### src/sv/b64d_pkg.sv
`default_nettype none
package b64d_pkg;

  // Depth of the queue between the classifier and the bit packer.
  localparam int unsigned QDEPTH = 2;
  localparam int unsigned QPTR_W = (QDEPTH > 1) ? $clog2(QDEPTH) : 1;
  localparam int unsigned QCNT_W = $clog2(QDEPTH + 1);

  typedef enum logic [1:0] {
    CLS_DATA = 2'd0,
    CLS_PAD  = 2'd1,
    CLS_BAD  = 2'd2
  } char_class_e;

  typedef enum logic [1:0] {
    ST_OK      = 2'd0,
    ST_BADCHAR = 2'd1,
    ST_PADDING = 2'd2,
    ST_LENGTH  = 2'd3
  } status_e;

  typedef struct packed {
    logic [7:0] text_char;
    logic       last_char;
  } in_req_t;

  typedef struct packed {
    logic [7:0] out_byte;
    logic       byte_valid;
    logic       done_res;
    logic [1:0] status;
  } out_req_t;

  // One classified character as it travels through the queue.
  typedef struct packed {
    char_class_e kind;
    logic [5:0]  sextet;
    logic        last;
  } item_t;

endpackage
`default_nettype wire

### src/sv/base64_decoder_top.sv
// Streaming base64 decoder, one character per request, one result per request.
// Each request passes through the queue and then into the packer's output register;
// throughput is one request per cycle while the consumer takes the results.
// The figure is set by the bit packer, which updates its small state once per character.
// Reset (rst_ni low, asynchronous) empties the queue and the output register and
// clears the residual bits, position, padding count and error latch.
`default_nettype none
module base64_decoder_top (
  input  wire                 clk_i,
  input  wire                 rst_ni,
  input  wire                 in_valid_i,
  output logic                in_ready_o,
  input  b64d_pkg::in_req_t   in_req_i,
  output logic                out_valid_o,
  input  wire                 out_ready_i,
  output b64d_pkg::out_req_t  out_req_o
);

  // The classifier turns each character into a class and a sextet. It only
  // stalls when the queue is full, so it never waits on the consumer directly.
  logic            push;
  logic            full;
  b64d_pkg::item_t front_item;

  // The queue decouples the classifier from the packer, so a stalled consumer
  // does not hold back the producer until the queue has filled.
  logic            q_valid;
  logic            pop;
  b64d_pkg::item_t q_item;

  b64d_front u_front (
    .in_valid_i (in_valid_i),
    .in_ready_o (in_ready_o),
    .in_req_i   (in_req_i),
    .full_i     (full),
    .push_o     (push),
    .item_o     (front_item)
  );

  b64d_queue u_queue (
    .clk_i   (clk_i),
    .rst_ni  (rst_ni),
    .push_i  (push),
    .item_i  (front_item),
    .full_o  (full),
    .valid_o (q_valid),
    .pop_i   (pop),
    .item_o  (q_item)
  );

  // The packer keeps the residual bits, checks padding and length, latches the
  // first error, and holds each result in an output register until taken.
  b64d_back u_back (
    .clk_i       (clk_i),
    .rst_ni      (rst_ni),
    .valid_i     (q_valid),
    .item_i      (q_item),
    .pop_o       (pop),
    .out_valid_o (out_valid_o),
    .out_ready_i (out_ready_i),
    .out_req_o   (out_req_o)
  );

endmodule
`default_nettype wire

### src/sv/b64d_front.sv
`default_nettype none
module b64d_front (
  input  wire                 in_valid_i,
  output logic                in_ready_o,
  input  b64d_pkg::in_req_t   in_req_i,
  input  wire                 full_i,
  output logic                push_o,
  output b64d_pkg::item_t     item_o
);

  logic [7:0] c;

  assign c          = in_req_i.text_char;
  assign in_ready_o = !full_i;
  assign push_o     = in_valid_i && !full_i;

  // Map the character onto its class and, for alphabet members, its sextet.
  always_comb begin
    item_o.last   = in_req_i.last_char;
    item_o.kind   = b64d_pkg::CLS_BAD;
    item_o.sextet = 6'd0;
    if (c >= 8'h41 && c <= 8'h5A) begin
      item_o.kind   = b64d_pkg::CLS_DATA;
      item_o.sextet = 6'(c - 8'h41);
    end else if (c >= 8'h61 && c <= 8'h7A) begin
      item_o.kind   = b64d_pkg::CLS_DATA;
      item_o.sextet = 6'(c - 8'h61 + 8'd26);
    end else if (c >= 8'h30 && c <= 8'h39) begin
      item_o.kind   = b64d_pkg::CLS_DATA;
      item_o.sextet = 6'(c - 8'h30 + 8'd52);
    end else if (c == 8'h2B) begin
      item_o.kind   = b64d_pkg::CLS_DATA;
      item_o.sextet = 6'd62;
    end else if (c == 8'h2F) begin
      item_o.kind   = b64d_pkg::CLS_DATA;
      item_o.sextet = 6'd63;
    end else if (c == 8'h3D) begin
      item_o.kind   = b64d_pkg::CLS_PAD;
    end
  end

endmodule
`default_nettype wire

### src/sv/b64d_queue.sv
`default_nettype none
module b64d_queue (
  input  wire                 clk_i,
  input  wire                 rst_ni,
  input  wire                 push_i,
  input  b64d_pkg::item_t     item_i,
  output logic                full_o,
  output logic                valid_o,
  input  wire                 pop_i,
  output b64d_pkg::item_t     item_o
);

  b64d_pkg::item_t                 mem_q [b64d_pkg::QDEPTH];
  logic [b64d_pkg::QPTR_W-1:0]     wr_ptr_q, wr_ptr_d;
  logic [b64d_pkg::QPTR_W-1:0]     rd_ptr_q, rd_ptr_d;
  logic [b64d_pkg::QCNT_W-1:0]     cnt_q, cnt_d;

  assign full_o  = (cnt_q == b64d_pkg::QCNT_W'(b64d_pkg::QDEPTH));
  assign valid_o = (cnt_q != '0);
  assign item_o  = mem_q[rd_ptr_q];

  always_comb begin
    wr_ptr_d = wr_ptr_q;
    rd_ptr_d = rd_ptr_q;
    cnt_d    = cnt_q;
    if (push_i) begin
      wr_ptr_d = (wr_ptr_q == b64d_pkg::QPTR_W'(b64d_pkg::QDEPTH - 1)) ? '0
               : wr_ptr_q + b64d_pkg::QPTR_W'(1);
    end
    if (pop_i) begin
      rd_ptr_d = (rd_ptr_q == b64d_pkg::QPTR_W'(b64d_pkg::QDEPTH - 1)) ? '0
               : rd_ptr_q + b64d_pkg::QPTR_W'(1);
    end
    if (push_i && !pop_i) begin
      cnt_d = cnt_q + b64d_pkg::QCNT_W'(1);
    end else if (pop_i && !push_i) begin
      cnt_d = cnt_q - b64d_pkg::QCNT_W'(1);
    end
  end

  always_ff @(posedge clk_i or negedge rst_ni) begin
    if (!rst_ni) begin
      wr_ptr_q <= '0;
      rd_ptr_q <= '0;
      cnt_q    <= '0;
    end else begin
      wr_ptr_q <= wr_ptr_d;
      rd_ptr_q <= rd_ptr_d;
      cnt_q    <= cnt_d;
    end
  end

  always_ff @(posedge clk_i) begin
    if (push_i) begin
      mem_q[wr_ptr_q] <= item_i;
    end
  end

  a_no_overflow: assert property (@(posedge clk_i) disable iff (!rst_ni)
    push_i |-> !full_o)
    else $error("queue written while full");

  a_no_underflow: assert property (@(posedge clk_i) disable iff (!rst_ni)
    pop_i |-> valid_o)
    else $error("queue read while empty");

  a_count_bound: assert property (@(posedge clk_i) disable iff (!rst_ni)
    cnt_q <= b64d_pkg::QCNT_W'(b64d_pkg::QDEPTH))
    else $error("queue count beyond depth");

endmodule
`default_nettype wire

### src/sv/b64d_back.sv
`default_nettype none
module b64d_back (
  input  wire                 clk_i,
  input  wire                 rst_ni,
  input  wire                 valid_i,
  input  b64d_pkg::item_t     item_i,
  output logic                pop_o,
  output logic                out_valid_o,
  input  wire                 out_ready_i,
  output b64d_pkg::out_req_t  out_req_o
);

  logic [5:0]           bits_q, bits_d;
  logic [2:0]           cnt_q, cnt_d;
  logic [1:0]           pos_q, pos_d;
  logic [1:0]           pad_q, pad_d;
  b64d_pkg::status_e    err_q, err_d;
  logic                 out_valid_q;
  b64d_pkg::out_req_t   out_q, out_d;
  logic                 fire;
  logic [11:0]          acc;
  logic [3:0]           sum;
  logic [3:0]           rem;
  logic [11:0]          shifted;

  // The output register takes a new result whenever it is empty or drained.
  assign fire        = valid_i && (!out_valid_q || out_ready_i);
  assign pop_o       = fire;
  assign out_valid_o = out_valid_q;
  assign out_req_o   = out_q;

  assign acc     = {bits_q, item_i.sextet};
  assign sum     = {1'b0, cnt_q} + 4'd6;
  assign rem     = (sum >= 4'd8) ? sum - 4'd8 : sum;
  assign shifted = acc >> rem;

  always_comb begin
    bits_d           = bits_q;
    cnt_d            = cnt_q;
    pad_d            = pad_q;
    err_d            = err_q;
    out_d.out_byte   = 8'd0;
    out_d.byte_valid = 1'b0;
    out_d.done_res   = item_i.last;
    out_d.status     = b64d_pkg::ST_OK;
    if (item_i.kind == b64d_pkg::CLS_PAD) begin
      if (pad_q >= 2'd2) begin
        if (err_q == b64d_pkg::ST_OK) err_d = b64d_pkg::ST_PADDING;
      end else begin
        pad_d = pad_q + 2'd1;
      end
    end else if (pad_q != 2'd0) begin
      if (err_q == b64d_pkg::ST_OK) err_d = b64d_pkg::ST_PADDING;
    end else if (item_i.kind == b64d_pkg::CLS_BAD) begin
      if (err_q == b64d_pkg::ST_OK) err_d = b64d_pkg::ST_BADCHAR;
    end else if (err_q == b64d_pkg::ST_OK) begin
      if (sum >= 4'd8) begin
        out_d.out_byte   = shifted[7:0];
        out_d.byte_valid = 1'b1;
      end
      bits_d = acc[5:0] & 6'((7'd1 << rem[2:0]) - 7'd1);
      cnt_d  = rem[2:0];
    end
    pos_d = pos_q + 2'd1;
    if (item_i.last) begin
      out_d.status = (pos_d != 2'd0) ? b64d_pkg::ST_LENGTH : err_d;
      bits_d = '0;
      cnt_d  = '0;
      pos_d  = '0;
      pad_d  = '0;
      err_d  = b64d_pkg::ST_OK;
    end
  end

  always_ff @(posedge clk_i or negedge rst_ni) begin
    if (!rst_ni) begin
      bits_q      <= '0;
      cnt_q       <= '0;
      pos_q       <= '0;
      pad_q       <= '0;
      err_q       <= b64d_pkg::ST_OK;
      out_valid_q <= 1'b0;
    end else begin
      if (fire) begin
        bits_q <= bits_d;
        cnt_q  <= cnt_d;
        pos_q  <= pos_d;
        pad_q  <= pad_d;
        err_q  <= err_d;
      end
      if (fire) begin
        out_valid_q <= 1'b1;
      end else if (out_ready_i) begin
        out_valid_q <= 1'b0;
      end
    end
  end

  always_ff @(posedge clk_i) begin
    if (fire) begin
      out_q <= out_d;
    end
  end

  a_byte_clean: assert property (@(posedge clk_i) disable iff (!rst_ni)
    fire && out_d.byte_valid |-> (err_q == b64d_pkg::ST_OK) && (pad_q == 2'd0))
    else $error("byte produced after an error or padding");

  a_clear_on_last: assert property (@(posedge clk_i) disable iff (!rst_ni)
    fire && item_i.last |=> (pos_q == 2'd0) && (cnt_q == 3'd0) && (pad_q == 2'd0)
      && (err_q == b64d_pkg::ST_OK))
    else $error("state not cleared after the last character");

  a_residual_even: assert property (@(posedge clk_i) disable iff (!rst_ni)
    (cnt_q[0] == 1'b0) && (cnt_q <= 3'd6))
    else $error("residual bit count out of range");

endmodule
`default_nettype wire
### config.mk
export PLATFORM = sky130hd
export DESIGN_NAME = base64_decoder_top
export DESIGN_NICKNAME = d
export VERILOG_FILES = /design/src/sv/b64d_pkg.sv /design/src/sv/base64_decoder_top.sv /design/src/sv/b64d_front.sv /design/src/sv/b64d_queue.sv /design/src/sv/b64d_back.sv
export SDC_FILE = /design/constraint.sdc
export NUM_CORES = 1
export LEC_CHECK = 0
export ABC_AREA = 1
export BUFFER_PORTS_ARGS = -buffer_cell sky130_fd_sc_hd__clkbuf_2
export CAP_MARGIN = 20
export CORE_ASPECT_RATIO = 0.9
export CORE_UTILIZATION = 55
export CTS_CLUSTER_DIAMETER = 30
export DETAILED_ROUTE_END_ITERATION = 12
export GPL_TIMING_DRIVEN = 0
export PLACE_DENSITY = 0.74
export SLEW_MARGIN = 20
export SYNTH_ARGS = -nofsm -noshare
export SYNTH_HDL_FRONTEND = slang
export SYNTH_HIERARCHICAL = 1
export SYNTH_SLANG_ARGS = --single-unit
### constraint.sdc
create_clock -name clk_i -period 2.35 [get_ports clk_i]
set_clock_uncertainty 0.2 [all_clocks]
set_input_delay 0.1175 -clock clk_i [delete_from_list [all_inputs] [get_ports clk_i]]
set_output_delay 0.1175 -clock clk_i [all_outputs]
set_load 0.1 [all_outputs]
## Word-level counts from Yosys, hierarchy flattened

Memory sizes are Yosys's and may differ from the RTL's.
Index checks and enable logic that the tools add are counted.

- RAM bits: 18
- Memories kept: 1
- Register bits: 32
- Input port bits: 13
- Logic and storage cells: 114
- Output and inout port bits: 14

- Add/sub/neg operators: 14
- Order comparisons: 8
- Eq/ne operators: 10
- Shift-type cells: 2
- Bitwise gates (word level): 3
- Reduce and logical (&&, ||, !) cells: 24
- Muxes and demuxes: 39

Memories:

| memory | depth | width | rd ports | clocked after memory_dff | wr ports | RTL line | source |
|---|---|---|---|---|---|---|---|
| u_queue.mem_q | 2 | 9 | 1 | 0 | 1 | b64d_queue.sv:13 | `b64d_pkg::item_t mem_q [b64d_pkg::QDEPTH];` |

Operators with widths:

| kind | number |
|---|---|
| 6-bit two-way mux | 6 |
| 2-bit two-way mux | 16 |
| 8-bit two-way mux | 4 |
| 8-bit by 6-bit == test with 1-bit output, second input constant | 3 |
| 8-bit by 7-bit greater-or-equal comparator with 1-bit output, second input constant | 2 |
| 8-bit by 7-bit <= comparator with 1-bit output, second input constant | 2 |
| 3-bit two-way mux | 5 |
| 2-bit nonzero test | 7 |
| 12-bit by 4-bit right shift with 8-bit output | 1 |
| 6-bit by 1-bit subtractor with 6-bit output, second input constant | 2 |
| 6-bit subtractor, second input constant | 2 |
| 8-bit by 6-bit greater-or-equal comparator with 1-bit output, second input constant | 1 |
| 8-bit by 6-bit <= comparator with 1-bit output, second input constant | 1 |
| 2-bit by 1-bit != test with 1-bit output, second input constant | 4 |
| 1-bit logical AND | 7 |
| 1-bit two-way mux | 7 |
| 2-bit by 1-bit adder with 2-bit output, second input constant | 3 |
| 6-bit by 5-bit adder with 6-bit output, second input constant | 1 |
| 6-bit adder, second input constant | 1 |
| 6-bit AND | 1 |
| 1-bit by 3-bit left shift with 6-bit output, first input constant | 1 |
| 5-bit AND reduction | 1 |
| 5-bit OR reduction | 1 |
| 3-bit by 3-bit adder with 4-bit output, second input constant | 1 |
| 14 further kinds | 20 |

## Longest topological paths before layout

- Depth in word-level cells: 11
- Gate-level depth with buffers: 11
- Depth with buffers taken out: 11

## Modules after synthesis

The synthesis kept the hierarchy.

Modules (own cells, without submodules):

| module | cells an instance | area each (um^2) | instances | seq. area each (um^2) |
|---|---|---|---|---|
| b64d_back | 205 | 1614.0 | 1 | 735.7 |
| b64d_queue | 53 | 893.4 | 1 | 640.6 |
| b64d_front | 139 | 785.8 | 1 | 0.0 |

## Worst setup path after synthesis

OpenSTA, ideal clock, no wires.

- Path kind: reg2reg
- Start: register u_back.out_valid_q, in the netlist u_back/out_valid_o
- End: register u_queue/cnt_q[1] in the netlist's numbering
- Clock period less this slack: 2.376 ns
- Arrival time: 2.059 ns
- Setup time: 0.117 ns
- Buffers on the path: 0
- Stages on the path, launching flop included: 10
- Data required time: 2.033 ns
- Path slack: -0.026 ns
- Path through: dfrtp_1 nand2_1 nand2_2 inv_1 inv_1 ha_1 inv_1 nand3_1 nand2_1 nand2_1

- Longest elaborated chain between the ends: 6
- Elaborated cells on any way between the ends: 8
- Classes of those cells: mux (1); reduce/logical (7)

Ends and longest elaborated chain:

| what | RTL line | source |
|---|---|---|
| from (decl) | b64d_back.sv:18 | `logic out_valid_q;` |
| from (signal assigned) | b64d_back.sv:82 | `out_valid_q <= 1'b0;` |
| from (signal assigned) | b64d_back.sv:92 | `out_valid_q <= 1'b1;` |
| from (signal assigned) | b64d_back.sv:94 | `out_valid_q <= 1'b0;` |
| 1-bit zero test * | b64d_back.sv:27 | `assign fire = valid_i && (!out_valid_q \|\| out_ready_i);` |
| 1-bit logical OR * | b64d_back.sv:27 |  |
| 1-bit logical AND * | b64d_back.sv:27 |  |
| via pop | base64_decoder_top.sv:28 | `logic pop;` |
| 1-bit zero test | b64d_queue.sv:34 | `if (push_i && !pop_i) begin` |
| 1-bit logical AND | b64d_queue.sv:34 |  |
| 2-bit two-way mux or 2-bit nonzero test (tied branches) | - |  |
| to (signal assigned) | b64d_queue.sv:49 | `cnt_q <= cnt_d;` |
| to (decl) | b64d_queue.sv:16 | `logic [b64d_pkg::QCNT_W-1:0] cnt_q, cnt_d;` |

The timed path passes the listed nets; every way through them passes the cells marked *.
A chain may end at the register's enable or synchronous reset.

## Worst setup path in the final report

- Start: register u_back.cnt_q[1]
- End: register u_back.out_q (netlist bit u_back/out_req_o[4]), data pin

- Longest elaborated chain between the ends: 4
- Elaborated cells on any way between the ends: 7
- Classes of those cells: add/sub (2); order compare (1); shift (1); mux (1); bitwise (1); reduce/logical (1)

Ends and longest elaborated chain:

| what | RTL line | source |
|---|---|---|
| from (decl) | b64d_back.sv:14 | `logic [2:0] cnt_q, cnt_d;` |
| from (signal assigned) | b64d_back.sv:86 | `cnt_q <= cnt_d;` |
| 3-bit by 3-bit adder with 4-bit output * | b64d_back.sv:33 | `assign sum = {1'b0, cnt_q} + 4'd6;` |
| 4-bit subtractor or 4-bit greater-or-equal comparator (tied branches) | b64d_back.sv:34, b64d_back.sv:57 |  |
| 4-bit two-way mux or 1-bit NOT (tied branches) | - |  |
| 12-bit by 4-bit right shift with 8-bit output or 5-bit OR reduction (tied branches) | - |  |
| to (signal assigned) | b64d_back.sv:101 | `out_q <= out_d;` |
| to (decl) | b64d_back.sv:19 | `b64d_pkg::out_req_t out_q, out_d;` |

Every way passes the cells marked *; elsewhere a longest branch is shown, timed or not.

==> impl_metrics.csv <==
group,metric,value,unit
status,status,"finished clean",
power_and_ir_drop,power_density,1280,nW/um^2
detailed_routing,wl_met2,3020,microns
sta,fmaxAchievable,461,MHz
floorplanning,die_y,75.4,microns
clock_tree,cts_tree,"yes",
finish,synthToLayoutAreaGrowth,10.6,%
detailed_routing,dr.max_layer_used,"met4",
synthesis,synth_commonest_cells,"nand2_1 (115), inv_1 (49), nand3_1 (36)",
setup_path,arrival,2110,ps
sta,setup_viol,0,
setup_path,rr_worst_depth,7,
synthesis,synth_cell_types,34,
sta,tightest_slew,778,ps
detailed_routing,ant_nets,0,
finish,fin_cells,504,
clock_tree,h-tree-depth,2,
place,dp_cells,492,
clock_tree,insertion_delay,300,ps
place,io_buffers,24,
detailed_routing,dr_wl_met3,339,microns
power_and_ir_drop,switchingPower,2.44,mW
setup_path,cp-endpoint,"u_back/out_req_o[4]",
detailed_routing,drc,0,
power_and_ir_drop,combPwrFrac,57.7,%
power_and_ir_drop,p_leak,1.79,nW
sta,fin_hold_ws,125,ps
sta,drv_slew,0,
synthesis,syn_inst,397,
detailed_routing,wl_met1,3080,microns
setup_path,ff2ff_setup_slack,180,ps
clock_tree,clk_pin_slew,100,ps
finish,diodes,0,
grt,antenna_found_initial,0,
synthesis,synth.most_common_cell,"nand2_1",
synthesis,synth_area_leader_cell,"edfxtp_1",
floorplanning,coreArea,5730,sq um
sta,setup_slack,180,ps
floorplanning,num_rows,26,
power_and_ir_drop,totalPowerFinal,4.65,mW
clock_tree,cts_num_sinks,49,
synthesis,synthTopCellsByArea,"edfxtp_1 (27%), dfrtp_1 (14%), nand2_1 (13%)",
place,place_area,3510,sq um
setup_path,start_kind,"flip-flop",
detailed_routing,vias,2655,
detailed_routing,wl_per_cell,12.9,microns
grt,grt_pass1_vias,2393,
finish,final_nets,466,
finish,stdcell_area,3640,sq um
synthesis,yosys_most_used_dff,"edfxtp_1",
setup_path,r2r-start,"u_back/cnt_q[1]",
setup_path,worstSetupPathType,"reg -> reg",
setup_path,worstPathRequired,2290,ps
setup_path,critPathLaunch,"u_back/cnt_q[1]",
synthesis,synth_edf_count,30,
power_and_ir_drop,clock_power_share,11.0,%
synthesis,seq_area_frac_synth,41.8,%
sta,setup_tns,0,ps
sta,hold_violations,0,
detailed_routing,dr.pass1.iters,4,
sta,slew_headroom,48.0,%
grt,grt-ovfl-total,0,
clock_tree,root_buffer,"clkbuf_8",
synthesis,ys_ff_latch,49,
sta,timing.final.crit_share,92.3,%
finish,nFillCells,497,
floorplanning,io_pins,27,
place,gp_congestion,0.977,
setup_path,endpoint_kind,"flip-flop",
synthesis,postSynth.asyncResetShare,38.8,%
clock_tree,cts.path.max_buffers,2,
grt,grt_pass1_wl,10700,microns
finish,fin_util,63.6,%
synthesis,synthesis.area,3290,sq um
place,pre_cts_ws,55.3,ps
place,hpwl,4960,microns
power_and_ir_drop,irDropWorstVdd,0.00137,V
synthesis,synth.top_cell.area_share,27.4,%
grt,grt_max_degree,20,
synthesis,syn_avg_cell_area,8.30,sq um
run,maxCapViolCount,0,
sta,fin_crit,2170,ps
grt,grt_use_total,21.4,%
synthesis,synth-warning-count,6,
power_and_ir_drop,pwr-share-seq,31.2,%
floorplanning,die_area,6300,sq um
setup_path,worstReg2RegEnd,"u_back/out_req_o[4]",
detailed_routing,drt_iter0_markers,140,
floorplanning,start_util,57.5,%
setup_path,worstPathMaxFanout,11,
detailed_routing,viasPerCell,5.27,
detailed_routing,routed_wl,6490,microns
floorplanning,die_x,83.6,microns
finish,drive_gt1_share,19.6,%
power_and_ir_drop,sw_frac_of_total,52.4,%
sta,rsz0062_at_grt,"false",
power_and_ir_drop,p_int,2.22,mW
clock_tree,cts-buffers-inserted,5,
hold_path,hold_class,"in -> async",
-- final cells by class --
cell class	count	area [sq um]	share of cell area, %
clock inverter	3	25.0	0.687
inverter	57	218	5.98
timing repair buffer	28	160	4.40
sequential	49	1380	37.9
buffer	7	52.6	1.44
clock buffer	5	68.8	1.89
multi-input combinational	285	1650	45.3
tap	70	87.6	2.40
-- cells in the final DEF, fill, tap and decap left out, types with 3 or more instances in the layout --
cell and count:
dfrtp_1 17, nand2_2 11, nand4_1 18, inv_2 5, nand2_1 115, clkbuf_2 25
nor2_1 23, nand3_1 36, mux2_4 9, dlygate4sd3_1 4, o21ai_0 9, xor2_1 6
nor2_2 7, inv_1 49, clkbuf_8 6, a31oi_1 3, edfxtp_1 30, a21oi_1 11
buf_2 3, ha_1 18, nand3_2 6
-- worst max-delay path, cell delays in order, from the launching register on --
cell and delay (ps):
dfrtp_2 470, inv_2 80, buf_2 190, ha_1 320
clkinv_1 240, nor2_2 250, nand2_1 70, a21oi_1 190
-- worst min path at each step --
stage | end | from
2_1_floorplan | u_back/bits_q[0] | rst_ni
4_1_cts | u_queue/cnt_q[1] | rst_ni
6_report | u_back/err_q[1] | rst_ni
3_5_place_dp | u_queue/cnt_q[1] | rst_ni
3_3_place_gp | u_queue/cnt_q[1] | rst_ni
5_1_grt | u_back/pos_q[0] | rst_ni
-- layer usage --
layer,GRT usage [%],vias to the layer above
met2,37.3,66
met5,0,-
li1,-,1367
met1,28.8,1220
met3,3.79,2
met4,4.52,0
-- power by group through the flow --
stage               Sequential, mW  Combinational, mW  Clock (mW)
floorplan                     2.19               1.48           0
global placement              1.46               2.64           0
detailed placement            1.47               2.68           0
CTS                           1.45               2.69       0.527
global route                  1.49               2.94       0.553
finish                        1.45               2.69       0.513
-- kinds of logic after synthesis --
kind of cell,Yosys count,synth area share (%)
and+or+nand+nor,218,30.5
adders and majority gates,20,8.05
other,1,0.114
buffers and inverters,64,8.17
muxes,9,4.10
xor gates and xnor gates,9,2.62
AOI/OAI and AO/OA,27,4.60
DFF,49,41.8
-- sequential cells by signal (all words and copies together), names as in the netlist --
name	cells
u_back/pad_q	2
u_back/out_valid_o	1
u_back/pos_q	2
u_queue/rd_ptr_q	1
u_queue/cnt_q	2
u_back/cnt_q	2
u_back/bits_q	6
u_queue/mem_q	18
u_back/out_req_o	12
u_queue/wr_ptr_q	1
u_back/err_q	2
-- repair_timing --
item	in CTS	in global routing
setup endpoints to repair	0	7
hold buffers	4	0
gates resized for setup	0	3
setup buffers	0	0
endpoints found under the hold margin	23	0
Note: power is estimated with default switching activity, not from simulation.
